--- config.mk ---
export PLATFORM = sky130hd
export DESIGN_NAME = rsf_front
export DESIGN_NICKNAME = d
export VERILOG_FILES = /design/src/rtl/rsf_pkg.sv /design/src/rtl/rsf_front.sv
export SDC_FILE = /design/constraint.sdc
export NUM_CORES = 1
export LEC_CHECK = 0
export ABC_AREA = 1
export ABC_CLOCK_PERIOD_IN_PS = 1700
export BUFFER_PORTS_ARGS = -buffer_cell sky130_fd_sc_hd__buf_4
export CORE_ASPECT_RATIO = 0.6
export CORE_MARGIN = 8
export CORE_UTILIZATION = 25
export DETAILED_ROUTE_END_ITERATION = 6
export PLACE_DENSITY = 0.88
export SKIP_CTS_REPAIR_TIMING = 1
export SYNTH_ARGS = -nofsm -noshare
export SYNTH_HDL_FRONTEND = slang
export SYNTH_SLANG_ARGS = --single-unit
--- constraint.sdc ---
create_clock -name aclk -period 1.7 [get_ports aclk]
set_input_delay 0.255 -clock aclk [delete_from_list [all_inputs] [get_ports aclk]]
set_output_delay 0.255 -clock aclk [all_outputs]
set_load 0.01 [all_outputs]
--- src/rtl/rsf_pkg.sv ---
// shared constants, types and arithmetic helpers for the shape function block
`default_nettype none
package rsf_pkg;

    localparam int FRAC_BITS   = 16;
    localparam int VALUE_WIDTH = 18;

    localparam int KIND_W = 3;
    localparam int NODE_W = 3;

    // factor 1 +/- x is kept two bits wider than the value width
    localparam int FACT_W  = VALUE_WIDTH + 2;
    localparam int PROD_W  = 2 * FACT_W;
    localparam int MID_W   = PROD_W - FRAC_BITS;
    localparam int MPROD_W = MID_W + FACT_W;
    localparam int WIDE_W  = MPROD_W + 2;

    localparam int QUEUE_DEPTH = 2;
    localparam int QPTR_W      = $clog2(QUEUE_DEPTH);

    localparam logic [KIND_W-1:0] KIND_EDGE2 = 3'd0;
    localparam logic [KIND_W-1:0] KIND_TRI3  = 3'd1;
    localparam logic [KIND_W-1:0] KIND_QUAD4 = 3'd2;
    localparam logic [KIND_W-1:0] KIND_TET4  = 3'd3;
    localparam logic [KIND_W-1:0] KIND_HEX8  = 3'd4;

    typedef logic signed [VALUE_WIDTH-1:0] value_t;
    typedef logic signed [FACT_W-1:0]      fact_t;
    typedef logic signed [PROD_W-1:0]      prod_t;
    typedef logic signed [MID_W-1:0]       mid_t;
    typedef logic signed [MPROD_W-1:0]     mprod_t;
    typedef logic signed [WIDE_W-1:0]      wide_t;

    typedef struct packed {
        value_t              r;
        value_t              s;
        value_t              t;
        logic [KIND_W-1:0]   kind;
        logic [NODE_W-1:0]   last_node;
    } point_t;

    typedef struct packed {
        logic [KIND_W-1:0] kind;
        logic [NODE_W-1:0] node;
        logic              last;
        logic              a_pos;
        logic              b_pos;
        logic              c_pos;
    } node_ctl_t;

    // round to nearest with halves upward, sh >= 1
    function automatic wide_t rnd(input wide_t x, input int sh);
        wide_t bias;
        bias = wide_t'(1) <<< (sh - 1);
        return (x + bias) >>> sh;
    endfunction

    // clamp to the signed output range
    function automatic value_t sat_out(input wide_t x);
        wide_t hi;
        wide_t lo;
        hi = (wide_t'(1) <<< (VALUE_WIDTH - 1)) - wide_t'(1);
        lo = -(wide_t'(1) <<< (VALUE_WIDTH - 1));
        if (x > hi) begin
            return hi[VALUE_WIDTH-1:0];
        end else if (x < lo) begin
            return lo[VALUE_WIDTH-1:0];
        end
        return x[VALUE_WIDTH-1:0];
    endfunction

endpackage
`default_nettype wire

--- src/rtl/rsf_front.sv ---
// front end: element kind register, point acceptance and classification
`default_nettype none
module rsf_front (
    input  wire logic                           aclk,
    input  wire logic                           aresetn,
    input  wire logic                           cfg_valid,
    output logic                                cfg_ready,
    input  wire logic [rsf_pkg::KIND_W-1:0]     cfg_data,
    input  wire logic                           s_valid,
    output logic                                s_ready,
    input  wire rsf_pkg::value_t                s_coord_r,
    input  wire rsf_pkg::value_t                s_coord_s,
    input  wire rsf_pkg::value_t                s_coord_t,
    output logic                                push_valid,
    input  wire logic                           push_ready,
    output rsf_pkg::point_t                     push_data
);

    logic [rsf_pkg::KIND_W-1:0] element_kind_reg;
    logic [rsf_pkg::KIND_W-1:0] element_kind_next;
    logic                       kind_known;
    logic [rsf_pkg::NODE_W-1:0] last_node;

    assign cfg_ready = 1'b1;

    always_comb begin
        element_kind_next = element_kind_reg;
        if (cfg_valid) begin
            element_kind_next = cfg_data;
        end
    end

    always_ff @(posedge aclk) begin
        if (!aresetn) begin
            element_kind_reg <= rsf_pkg::KIND_EDGE2;
        end else begin
            element_kind_reg <= element_kind_next;
        end
    end

    // number of nodes less one; unknown kinds are dropped on acceptance
    always_comb begin
        kind_known = 1'b1;
        last_node  = '0;
        unique case (element_kind_reg)
            rsf_pkg::KIND_EDGE2: last_node = 3'd1;
            rsf_pkg::KIND_TRI3:  last_node = 3'd2;
            rsf_pkg::KIND_QUAD4: last_node = 3'd3;
            rsf_pkg::KIND_TET4:  last_node = 3'd3;
            rsf_pkg::KIND_HEX8:  last_node = 3'd7;
            default:             kind_known = 1'b0;
        endcase
    end

    assign s_ready    = push_ready;
    assign push_valid = s_valid && kind_known;

    always_comb begin
        push_data.r         = s_coord_r;
        push_data.s         = s_coord_s;
        push_data.t         = s_coord_t;
        push_data.kind      = element_kind_reg;
        push_data.last_node = last_node;
    end

endmodule
`default_nettype wire

* Word-level counts from Yosys, hierarchy flattened *
Index checks and enable logic that the tools add are counted.

operators by class
  equal/unequal tests = 4
  muxes and demuxes = 2
  reduce and logical (&&, ||, !) cells = 4

operators by type and width
  operator            count
  $pmux 3 s4          1
  $eq 3x2->1 const B  2
  $reduce_or 5->1     1
  $eq 3x1->1 const B  1
  $eq 3x3->1 const B  1
  $logic_not 3->1     1
  $reduce_or 2->1     1
  $logic_and 1x1->1   1
  $mux 1              1

storage, ports and cells
  bits in registers = 3
  output and inout bits = 63
  word-level logic and storage cells = 11
  bits of input ports = 62

* Depth between registers and ports, before layout *
  depth after elaboration = 4
  depth in mapped cells = 4
  mapped depth without buffers = 4

* Worst setup path after synthesis *
OpenSTA, ideal clock, no wires.

  kind = register to output
  from = register element_kind_reg[1] (netlist name)
  to = output push_data[0] (netlist name)
  path buffers = 0
  arrival time = 668 ps
  cell stages (with the launch flop) = 3
  path slack = 777 ps
  required time = 1445 ps
  path through = dfxtp_1 inv_2 o21ai_1

RTL lines
  item                    RTL line         RTL
  start, declared         rsf_front.sv:19  logic [rsf_pkg::KIND_W-1:0] element_kind_reg;
  start signal, assigned  rsf_front.sv:35  element_kind_reg <= rsf_pkg::KIND_EDGE2;
  start signal, assigned  rsf_front.sv:37  element_kind_reg <= element_kind_next;
  end, declared           rsf_front.sv:16  output rsf_pkg::point_t push_data

* Final worst setup path *
  from = register element_kind_reg[2] (netlist name)
  to = output push_valid

between the ends
  longest elaborated chain between the ends = 4
  elaborated cells between the ends (all ways) = 8
  those cells by class = eq/ne: 4; mux: 1; reduce/logical: 3

RTL lines
  item                                RTL line         RTL
  $eq 3x3->1 (tied with other cells)  rsf_front.sv:45  unique case (element_kind_reg)
  $reduce_or 5->1 (no line) *         --
  $mux 1 *                            rsf_front.sv:45
  $logic_and 1x1->1 *                 rsf_front.sv:56  assign push_valid = s_valid && kind_known;
  end, declared                       rsf_front.sv:14  output logic push_valid,

Every way passes the cells marked *; elsewhere a longest branch is shown, timed or not.

==> reports/summary.txt <==
outcome = complete, no violations
max_cap viols = 0
number of global-route vias before repair = 315
Synth top area share = 72.41%
grt total ovfl = 0
Routed Antenna Nets = 0
Final Cycle Share = 71.40%
dpl hpwl = 830.2 um
Core Area = 0.002180 mm2
CP Data Arrival Time = 0.96 ns
Cell Area, Placed = 295.3 um2
worst min-delay path class = in -> reg
kind of critical path = reg -> out
H-tree depth = 1
met3 GRT Util = 8.277%
Final Hold Fails = 0
Setup crit end kind = output pin
Power Dens Cells = 1024 mW/mm2
dominant cells by area after synthesis = buf_4 (72%), dfxtp_1 (10%), nor2_1 (5.2%)
Slew Limit Fails = 0
Fin Clk Skew = 0 ns
design area = 340.3 um2
I/O pins = 125
Seq/Total Area, Yosys = 10.34%
drt initial violations = 1
gr busiest metal = met3
placed cells = 70
Worst Hold Slack = 0.2885 ns
fin crit period = 1.214 ns
Num CTS Buffers = 3
Root Driver = clkbuf_8
Chip Width = 78.21 um
area leader, netlist = buf_4
leakage = 0.1783 nW
CP startpoint kind = register
Reg clk slew, reported paths = 0.03 ns
die area = 0.004171 mm2
1st-pass router iterations = 3
Required @ worst endpoint = 1.44 ns
met1 Use GR = 3.412%
cell area after synthesis = 580.6 um2
share of layout cells above drive strength 1 = 43.18%
Vias/cell = 3.784
Setup WS pre-CTS = 0.7163 ns
Final Power = 0.3485 mW
CTS Buffer Depth = 2
CTS sink count = 3
Ys Warns = 0
initial antenna violation count = 0
Max VDD drop = 0.1617 mV
global-route wire length before repair = 1580 um
Layout Utilization = 15.61%
ANT cells = 0
# nets final = 107
Final Setup Violations = 0
final WL = 1032 um
CTS tree = done
max frequency = 823.8 MHz
Syn-to-layout area delta = -41.38%
final setup margin = 0.4862 ns
IO buf count = 13
DRC violations left = 0
Setup TNS = 0 ns
routability congestion estimate from global placement = 0.6198
#FFs+latches synth = 3
worst skew pair latency = 0.21 ns
Largest register FFs = 3
Avg WL per Cell = 13.95 um
syn nets = 145
RSZ-0062 raised after global routing = no
met2 usage = 6.293%
distinct cell type count after synthesis = 11
cell count after synthesis = 83
non-filler cells, final = 74
initial core utilization = 26.64%
pin count of the biggest net entering global routing = 6
vias post-DR = 280
die height = 53.33 um
Rows = 13
total track usage = 5.061%
Syn Area/Cell = 6.995 um2
Crit Path Max Fanout = 5
==> cell families after synthesis <==
logic type	Yosys count	share of synthesized area [%]
and+or+nand+nor	13	9.269
AOI/OAI and AO/OA	4	3.447
other	1	0.6459
buffers and inverters	62	76.29
DFF	3	10.35
==> final timing paths <==
kind	from	depth (start not counted)	slack, ns	endpoint
min reg2reg	element_kind_reg[0]	2	0.58	element_kind_reg[0]
max	element_kind_reg[2]	4	0.49	push_valid
max reg2reg	element_kind_reg[2]	2	1.02	element_kind_reg[2]
min	cfg_data[1]	3	0.29	element_kind_reg[1]
==> critical path, cell delays in order, from the launching register on <==
cell and delay (ns):
dfxtp_1 0.40, inv_1 0.08, nor2_1 0.10, nor2_1 0.04, buf_4 0.13
==> final cells by class <==
class	instances	area [um2]
timing repair buffer	13	97.59
clock buffer	4	45.04
multi-input combinational	18	77.57
inverter	6	22.52
tap	30	37.54
sequential	3	60.06
fill	254	1839
==> placed cells by master (no fill, tap or decap) <==
cell type  count
clkbuf_8       3
clkbuf_1       1
nand2_1        3
conb_1         1
inv_2          1
nand2_2        1
nor2_2         1
dfxtp_1        3
o21ai_0        3
inv_1          5
buf_4         13
o21ai_1        1
nor2_1         8
==> layer usage <==
layer | vias up | share of wire, %
li1 | 111 | -
met1 | 121 | 27
met2 | 46 | 47
met3 | 2 | 25
met4 | 0 | 0.39
met5 | - | 0
==> cell usage after synthesis <==
master / count
buf_4: 56
nor2_1: 8
inv_1: 5
dfxtp_1: 3
nand2_1: 3
o21ai_0: 3
conb_1: 1
inv_2: 1
nand2_2: 1
nor2_2: 1
o21ai_1: 1
==> report_power, final <==
group	leakage, nW	total, mW	internal (mW)	switching, mW
logic	0.131	0.0638	0.0334	0.0304
registers	0.0250	0.0825	0.0760	0.00659
clock network	0.0228	0.202	0.160	0.0427
No activity file was read; power rests on OpenSTA's default activity.
