$ cat src/rtl/rsf_pkg.sv
// shared constants, types and arithmetic helpers for the shape function block
`default_nettype none
package rsf_pkg;

    localparam int FRAC_BITS   = 16;
    localparam int VALUE_WIDTH = 18;

    localparam int KIND_W = 3;
    localparam int NODE_W = 3;

    // factor 1 +/- x is kept two bits wider than the value width
    localparam int FACT_W  = VALUE_WIDTH + 2;
    localparam int PROD_W  = 2 * FACT_W;
    localparam int MID_W   = PROD_W - FRAC_BITS;
    localparam int MPROD_W = MID_W + FACT_W;
    localparam int WIDE_W  = MPROD_W + 2;

    localparam int QUEUE_DEPTH = 2;
    localparam int QPTR_W      = $clog2(QUEUE_DEPTH);

    localparam logic [KIND_W-1:0] KIND_EDGE2 = 3'd0;
    localparam logic [KIND_W-1:0] KIND_TRI3  = 3'd1;
    localparam logic [KIND_W-1:0] KIND_QUAD4 = 3'd2;
    localparam logic [KIND_W-1:0] KIND_TET4  = 3'd3;
    localparam logic [KIND_W-1:0] KIND_HEX8  = 3'd4;

    typedef logic signed [VALUE_WIDTH-1:0] value_t;
    typedef logic signed [FACT_W-1:0]      fact_t;
    typedef logic signed [PROD_W-1:0]      prod_t;
    typedef logic signed [MID_W-1:0]       mid_t;
    typedef logic signed [MPROD_W-1:0]     mprod_t;
    typedef logic signed [WIDE_W-1:0]      wide_t;

    typedef struct packed {
        value_t              r;
        value_t              s;
        value_t              t;
        logic [KIND_W-1:0]   kind;
        logic [NODE_W-1:0]   last_node;
    } point_t;

    typedef struct packed {
        logic [KIND_W-1:0] kind;
        logic [NODE_W-1:0] node;
        logic              last;
        logic              a_pos;
        logic              b_pos;
        logic              c_pos;
    } node_ctl_t;

    // round to nearest with halves upward, sh >= 1
    function automatic wide_t rnd(input wide_t x, input int sh);
        wide_t bias;
        bias = wide_t'(1) <<< (sh - 1);
        return (x + bias) >>> sh;
    endfunction

    // clamp to the signed output range
    function automatic value_t sat_out(input wide_t x);
        wide_t hi;
        wide_t lo;
        hi = (wide_t'(1) <<< (VALUE_WIDTH - 1)) - wide_t'(1);
        lo = -(wide_t'(1) <<< (VALUE_WIDTH - 1));
        if (x > hi) begin
            return hi[VALUE_WIDTH-1:0];
        end else if (x < lo) begin
            return lo[VALUE_WIDTH-1:0];
        end
        return x[VALUE_WIDTH-1:0];
    endfunction

endpackage
`default_nettype wire

$ cat src/rtl/rsf_queue.sv
// short point queue between front and back end
`default_nettype none
module rsf_queue (
    input  wire logic            aclk,
    input  wire logic            aresetn,
    input  wire logic            in_valid,
    output logic                 in_ready,
    input  wire rsf_pkg::point_t in_data,
    output logic                 out_valid,
    input  wire logic            out_ready,
    output rsf_pkg::point_t      out_data
);

    localparam int CNT_W = rsf_pkg::QPTR_W + 1;

    rsf_pkg::point_t             entry_reg [rsf_pkg::QUEUE_DEPTH];
    logic [rsf_pkg::QPTR_W-1:0]  wr_ptr_reg, wr_ptr_next;
    logic [rsf_pkg::QPTR_W-1:0]  rd_ptr_reg, rd_ptr_next;
    logic [CNT_W-1:0]            count_reg, count_next;
    logic                        push, pop;

    assign in_ready  = (count_reg != CNT_W'(rsf_pkg::QUEUE_DEPTH));
    assign out_valid = (count_reg != '0);
    assign out_data  = entry_reg[rd_ptr_reg];
    assign push      = in_valid && in_ready;
    assign pop       = out_valid && out_ready;

    always_comb begin
        wr_ptr_next = wr_ptr_reg;
        rd_ptr_next = rd_ptr_reg;
        count_next  = count_reg;
        if (push) begin
            wr_ptr_next = (wr_ptr_reg == rsf_pkg::QPTR_W'(rsf_pkg::QUEUE_DEPTH - 1))
                        ? '0 : wr_ptr_reg + 1'b1;
        end
        if (pop) begin
            rd_ptr_next = (rd_ptr_reg == rsf_pkg::QPTR_W'(rsf_pkg::QUEUE_DEPTH - 1))
                        ? '0 : rd_ptr_reg + 1'b1;
        end
        if (push && !pop) begin
            count_next = count_reg + 1'b1;
        end else if (pop && !push) begin
            count_next = count_reg - 1'b1;
        end
    end

    always_ff @(posedge aclk) begin
        if (!aresetn) begin
            wr_ptr_reg <= '0;
            rd_ptr_reg <= '0;
            count_reg  <= '0;
        end else begin
            wr_ptr_reg <= wr_ptr_next;
            rd_ptr_reg <= rd_ptr_next;
            count_reg  <= count_next;
        end
    end

    always_ff @(posedge aclk) begin
        if (push) begin
            entry_reg[wr_ptr_reg] <= in_data;
        end
    end

endmodule
`default_nettype wire

$ cat config.mk
export PLATFORM = sky130hd
export DESIGN_NAME = rsf_queue
export DESIGN_NICKNAME = d
export VERILOG_FILES = /design/src/rtl/rsf_pkg.sv /design/src/rtl/rsf_queue.sv
export SDC_FILE = /design/constraint.sdc
export NUM_CORES = 1
export LEC_CHECK = 0
export BUFFER_PORTS_ARGS = -buffer_cell sky130_fd_sc_hd__buf_2
export CORE_MARGIN = 5
export CORE_UTILIZATION = 30
export DETAILED_ROUTE_END_ITERATION = 7
export PLACE_DENSITY = 0.51
export SYNTH_ARGS = -nofsm -noshare
export SYNTH_HDL_FRONTEND = slang
export SYNTH_SLANG_ARGS = --single-unit
export TNS_END_PERCENT = 50
$ cat constraint.sdc
create_clock -name aclk -period 5.6 [get_ports aclk]
set_input_delay 0.28 -clock aclk [delete_from_list [all_inputs] [get_ports aclk]]
set_output_delay 0.28 -clock aclk [all_outputs]
set_load 0.005 [all_outputs]
[Word-level counts from Yosys, hierarchy flattened]
Memories as Yosys holds them, arrays and structs flattened. A register that Yosys moved wholly into a read port is not among the register bits.
Index checks and enable logic that the tools add are counted.
Storage, ports and cells
  register bits: 4
  latch bits: 0
  RAM bits: 120
  bits in read-only memories: 0
  input port bits: 64
  output and inout bits: 62
  word-level logic and storage cells: 25
  memories kept: 1
Operators by class
  add/sub/neg operators: 4
  $mul: 0
  div/mod/pow operators: 0
  $lt $le $gt $ge: 0
  equality and inequality tests: 1
  shifts and indexed selects: 0
  multiplexer cells: 8
  bitwise logic cells: 0
  reduce and logical (&&, ||, !) cells: 8
Memory list
  entry_reg: words 2, width 60, rd ports 1, clocked after memory_dff 1, wr ports 1, RTL line rsf_queue.sv:16  | rsf_pkg::point_t entry_reg [rsf_pkg::QUEUE_DEPTH];
Operators by type and width (number)
  $mux 1: 6
  $logic_and 1x1->1: 4
  $mux 2: 2
  $reduce_bool 2->1: 2
  $add 1x1->1 const B: 2
  $add 2x1->2 const B: 1
  $logic_not 1->1: 2
  $ne 2x2->1 const B: 1
  $sub 2x1->2 const B: 1

[Logic depth before layout (Yosys ltp)]
  depth after elaboration: 6
  gate-level depth with buffers: 6
  gate-level depth less buffers: 6

[Worst setup path after synthesis]
OpenSTA, ideal clock, no wires.
  path kind: reg2reg
  from: reg count_reg[0]
  to: mem entry_reg[1][0] (netlist bit), enable pin
  setup time: 0.424 ns
  arrival time: 2.022 ns
  data required time: 5.176 ns
  slack: 3.153 ns
  stages on the path, launching flop included: 3
  path buffers: 0
  clock period less this slack: 2.447 ns
  cell sequence: dfxtp_1 -> nand2b_4 -> and3_1
Between the ends
  longest elaborated chain between the ends: 4
RTL lines
  start: declaration: RTL line rsf_queue.sv:19  | logic [CNT_W-1:0] count_reg, count_next;
  start signal: assignment: RTL line rsf_queue.sv:55  | count_reg <= count_next;
  $ne 2x2->1: RTL line rsf_queue.sv:22  | assign in_ready = (count_reg != CNT_W'(rsf_pkg::QUEUE_DEPTH));
  named net in_ready: RTL line rsf_queue.sv:7  | output logic in_ready,
  $logic_and 1x1->1: RTL line rsf_queue.sv:25  | assign push = in_valid && in_ready;
  $mux 1: RTL line rsf_queue.sv:60  | if (push) begin
  $mux 1 (not written as such): RTL line rsf_queue.sv:61  | entry_reg[wr_ptr_reg] <= in_data;
  end: declaration: RTL line rsf_queue.sv:16
The timed path passes the listed nets, and every way through them passes these cells.

==> results_dict.tcl <==
set metrics [dict create \
    peakVddDrop_uv 198 \
    design.core.area_um2 15000 \
    die_x_um 133 \
    final_hold_viol_count 0 \
    synthTopCellsByArea "edfxtp_1, mux2_2, dfxtp_1" \
    synth.net_count 276 \
    synth.distinct_cells 19 \
    cts_buffer_depth 2 \
    wire_per_inst_um 16.1 \
    min_path_cells 1 \
    antenna_left 0 \
    fin_tns_setup_ns 0 \
    cp-end-kind "output pin" \
    io_buffers 125 \
    crit_arrival_ns 2.27 \
    viasPerCell 4.27 \
    rsz0062_at_grt "false" \
    fin_crit_ns 2.55 \
    cts_tree "yes" \
    layout-drive-gt1-share_pct 60.7 \
    cp_max_fo 31 \
    synth_cells 211 \
    grt_max_degree 61 \
    antenna_found_initial 0 \
    first_iter_violations 96 \
    min_path_type "in2reg" \
    largest_reg_flops 120 \
    met3_usage_pct 5.89 \
    skew_ns 0.0118 \
    synthFlopType "edfxtp_1" \
    status "complete, no violations" \
    yosysSeqAreaShare_pct 81.3 \
    synth-edff-count 120 \
    clkTransAtPathRegs_ns 0.05 \
    relSlewSlack_pct 43.4 \
    overflow 0 \
    design_area_um2 6000 \
    cts_buffers 17 \
    synth_area_per_cell_um2 21.6 \
    clock_latency_ns 0.41 \
    nFillCells 1400 \
    cts_setup_buffers 0 \
    post-dp-hpwl_um 5790 \
    root_buffer "clkbuf_16" \
    pin_count 126 \
    slew_violations 0 \
    die-area_um2 17800 \
    synthTopCellsByCount "edfxtp_1, mux2_2, buf_2" \
    grt_pass1_vias 2705 \
    met1_usage_pct 11.4 \
    placed_area_um2 5410 \
    diodes 0 \
    setup_viol 0 \
    yosys_warnings 0 \
    initial_core_util_pct 30.3 \
    ys_async_sr_fraction_pct 0 \
    synth-seq-cells 125 \
    final_net_count 416 \
    met2_usage_pct 16.6 \
    worst_pin_slew_ns 0.850 \
    area_growth_syn_to_layout_pct 31.7 \
    cts.sinks 125 \
    wirelength_um 8870 \
    max_freq_mhz 392 \
    synth_top_cell_by_area "edfxtp_1" \
    p_per_area_nw_per_um2 474 \
    synth.top_cell.area_share_pct 79.1 \
    yosys.cell_count.top_type "edfxtp_1" \
    h-tree-depth 4 \
    path_class "reg2out" \
    die_height_um 133 \
    grt_pass1_wl_um 13900 \
    globalplace.congestion 0.650 \
    dr_total_vias 2359 \
    cap_violations 0 \
    ctsResizeCount 0 \
    fin_crit_sh_pct 45.5 \
    synth_area_um2 4560 \
    crit_path_start_kind "flop" \
    cts_hold_buf 0 \
    fin_util_pct 39.9 \
    dr.pass1.iters 4 \
    busiest_layer "met2" \
    post-route-drc-count 0 \
    reg2reg_depth 4 \
    power.leakage_uw 0.00225 \
    gr-usage-all-layers_pct 10.5 \
    row_count 45 \
    cp_data_required_time_ns 5.32 \
]
==> metal layers <==
layer / wire length (µm) / vias to the layer above
li1: - / 1113
met1: 3730 / 1142
met4: 188 / 0
met2: 4080 / 87
met3: 870 / 17
met5: 0 / -
==> area by class of cell <==
type                       instances  area (µm²)  share of cell area (%)
sequential                       125        3700                    61.7
multi-input combinational         78         816                    13.6
timing repair buffer             128         648                    10.8
clock buffer                      23         478                    7.96
tap                              188         235                    3.92
clock inverter                     9         118                    1.96
inverter                           1        3.75                  0.0625
==> path summary, 6_finish.rpt <==
path	startpoint	to	slack (ns)
setup reg to reg	count_reg[0]	entry_reg[0][20]	3.60
hold / removal	in_data[8]	entry_reg[0][8]	0.06
hold reg to reg	count_reg[1]	count_reg[1]	0.56
setup / recovery	flop	out_data[36]	3.05
==> logic make-up (layout without fill, tap and decap cells) <==
logic type                 after synthesis  in the layout  synth area share, %
adders and majority gates                1              1                0.275
and+or+nand+nor                          9              9                 1.43
AOI/OAI and AO/OA                        5              5                0.769
muxes                                   60             60                 14.8
xor gates and xnor gates                 3              3                0.577
DFF                                    125            125                 81.3
buffers and inverters                    8            161                0.851
==> critical path, stage by stage (launching register included) <==
cell	delay, ns
dfxtp_2	0.81
buf_4	0.49
mux2_2	0.40
buf_2	0.13
==> where the power goes <==
group | total (µW) | internal (µW) | switching, µW
logic | 529 | 286 | 243
registers | 1230 | 1170 | 61.0
clock network | 1090 | 728 | 358
total | 2850 | 2190 | 663
==> cell usage in the layout, fill, tap and decap left out, types with 3 or more instances in the layout <==
cell / Yosys / final
clkinv_2: 0 / 4
mux2_2: 60 / 60
buf_2: 7 / 125
buf_4: 0 / 3
clkbuf_1: 0 / 3
edfxtp_1: 120 / 120
dfxtp_1: 5 / 4
clkbuf_16: 0 / 17
clkbuf_8: 0 / 3
bufinv_16: 0 / 3
and2_1: 4 / 4
==> stage by stage <==
stage | instances | total power (µW) | hold WS [ns] | setup slack, ns
floorplan | 211 | 1560 | 0.379 | 3.15
global placement | 520 | 1790 | 0.470 | 3.39
detailed placement | 520 | 1800 | 0.472 | 3.38
CTS | 552 | 2900 | 0.0376 | 2.94
global route | 552 | 2990 | 0.0330 | 2.89
finish | 552 | 2850 | 0.0564 | 3.05
Note: power is estimated with default switching activity, not from simulation.
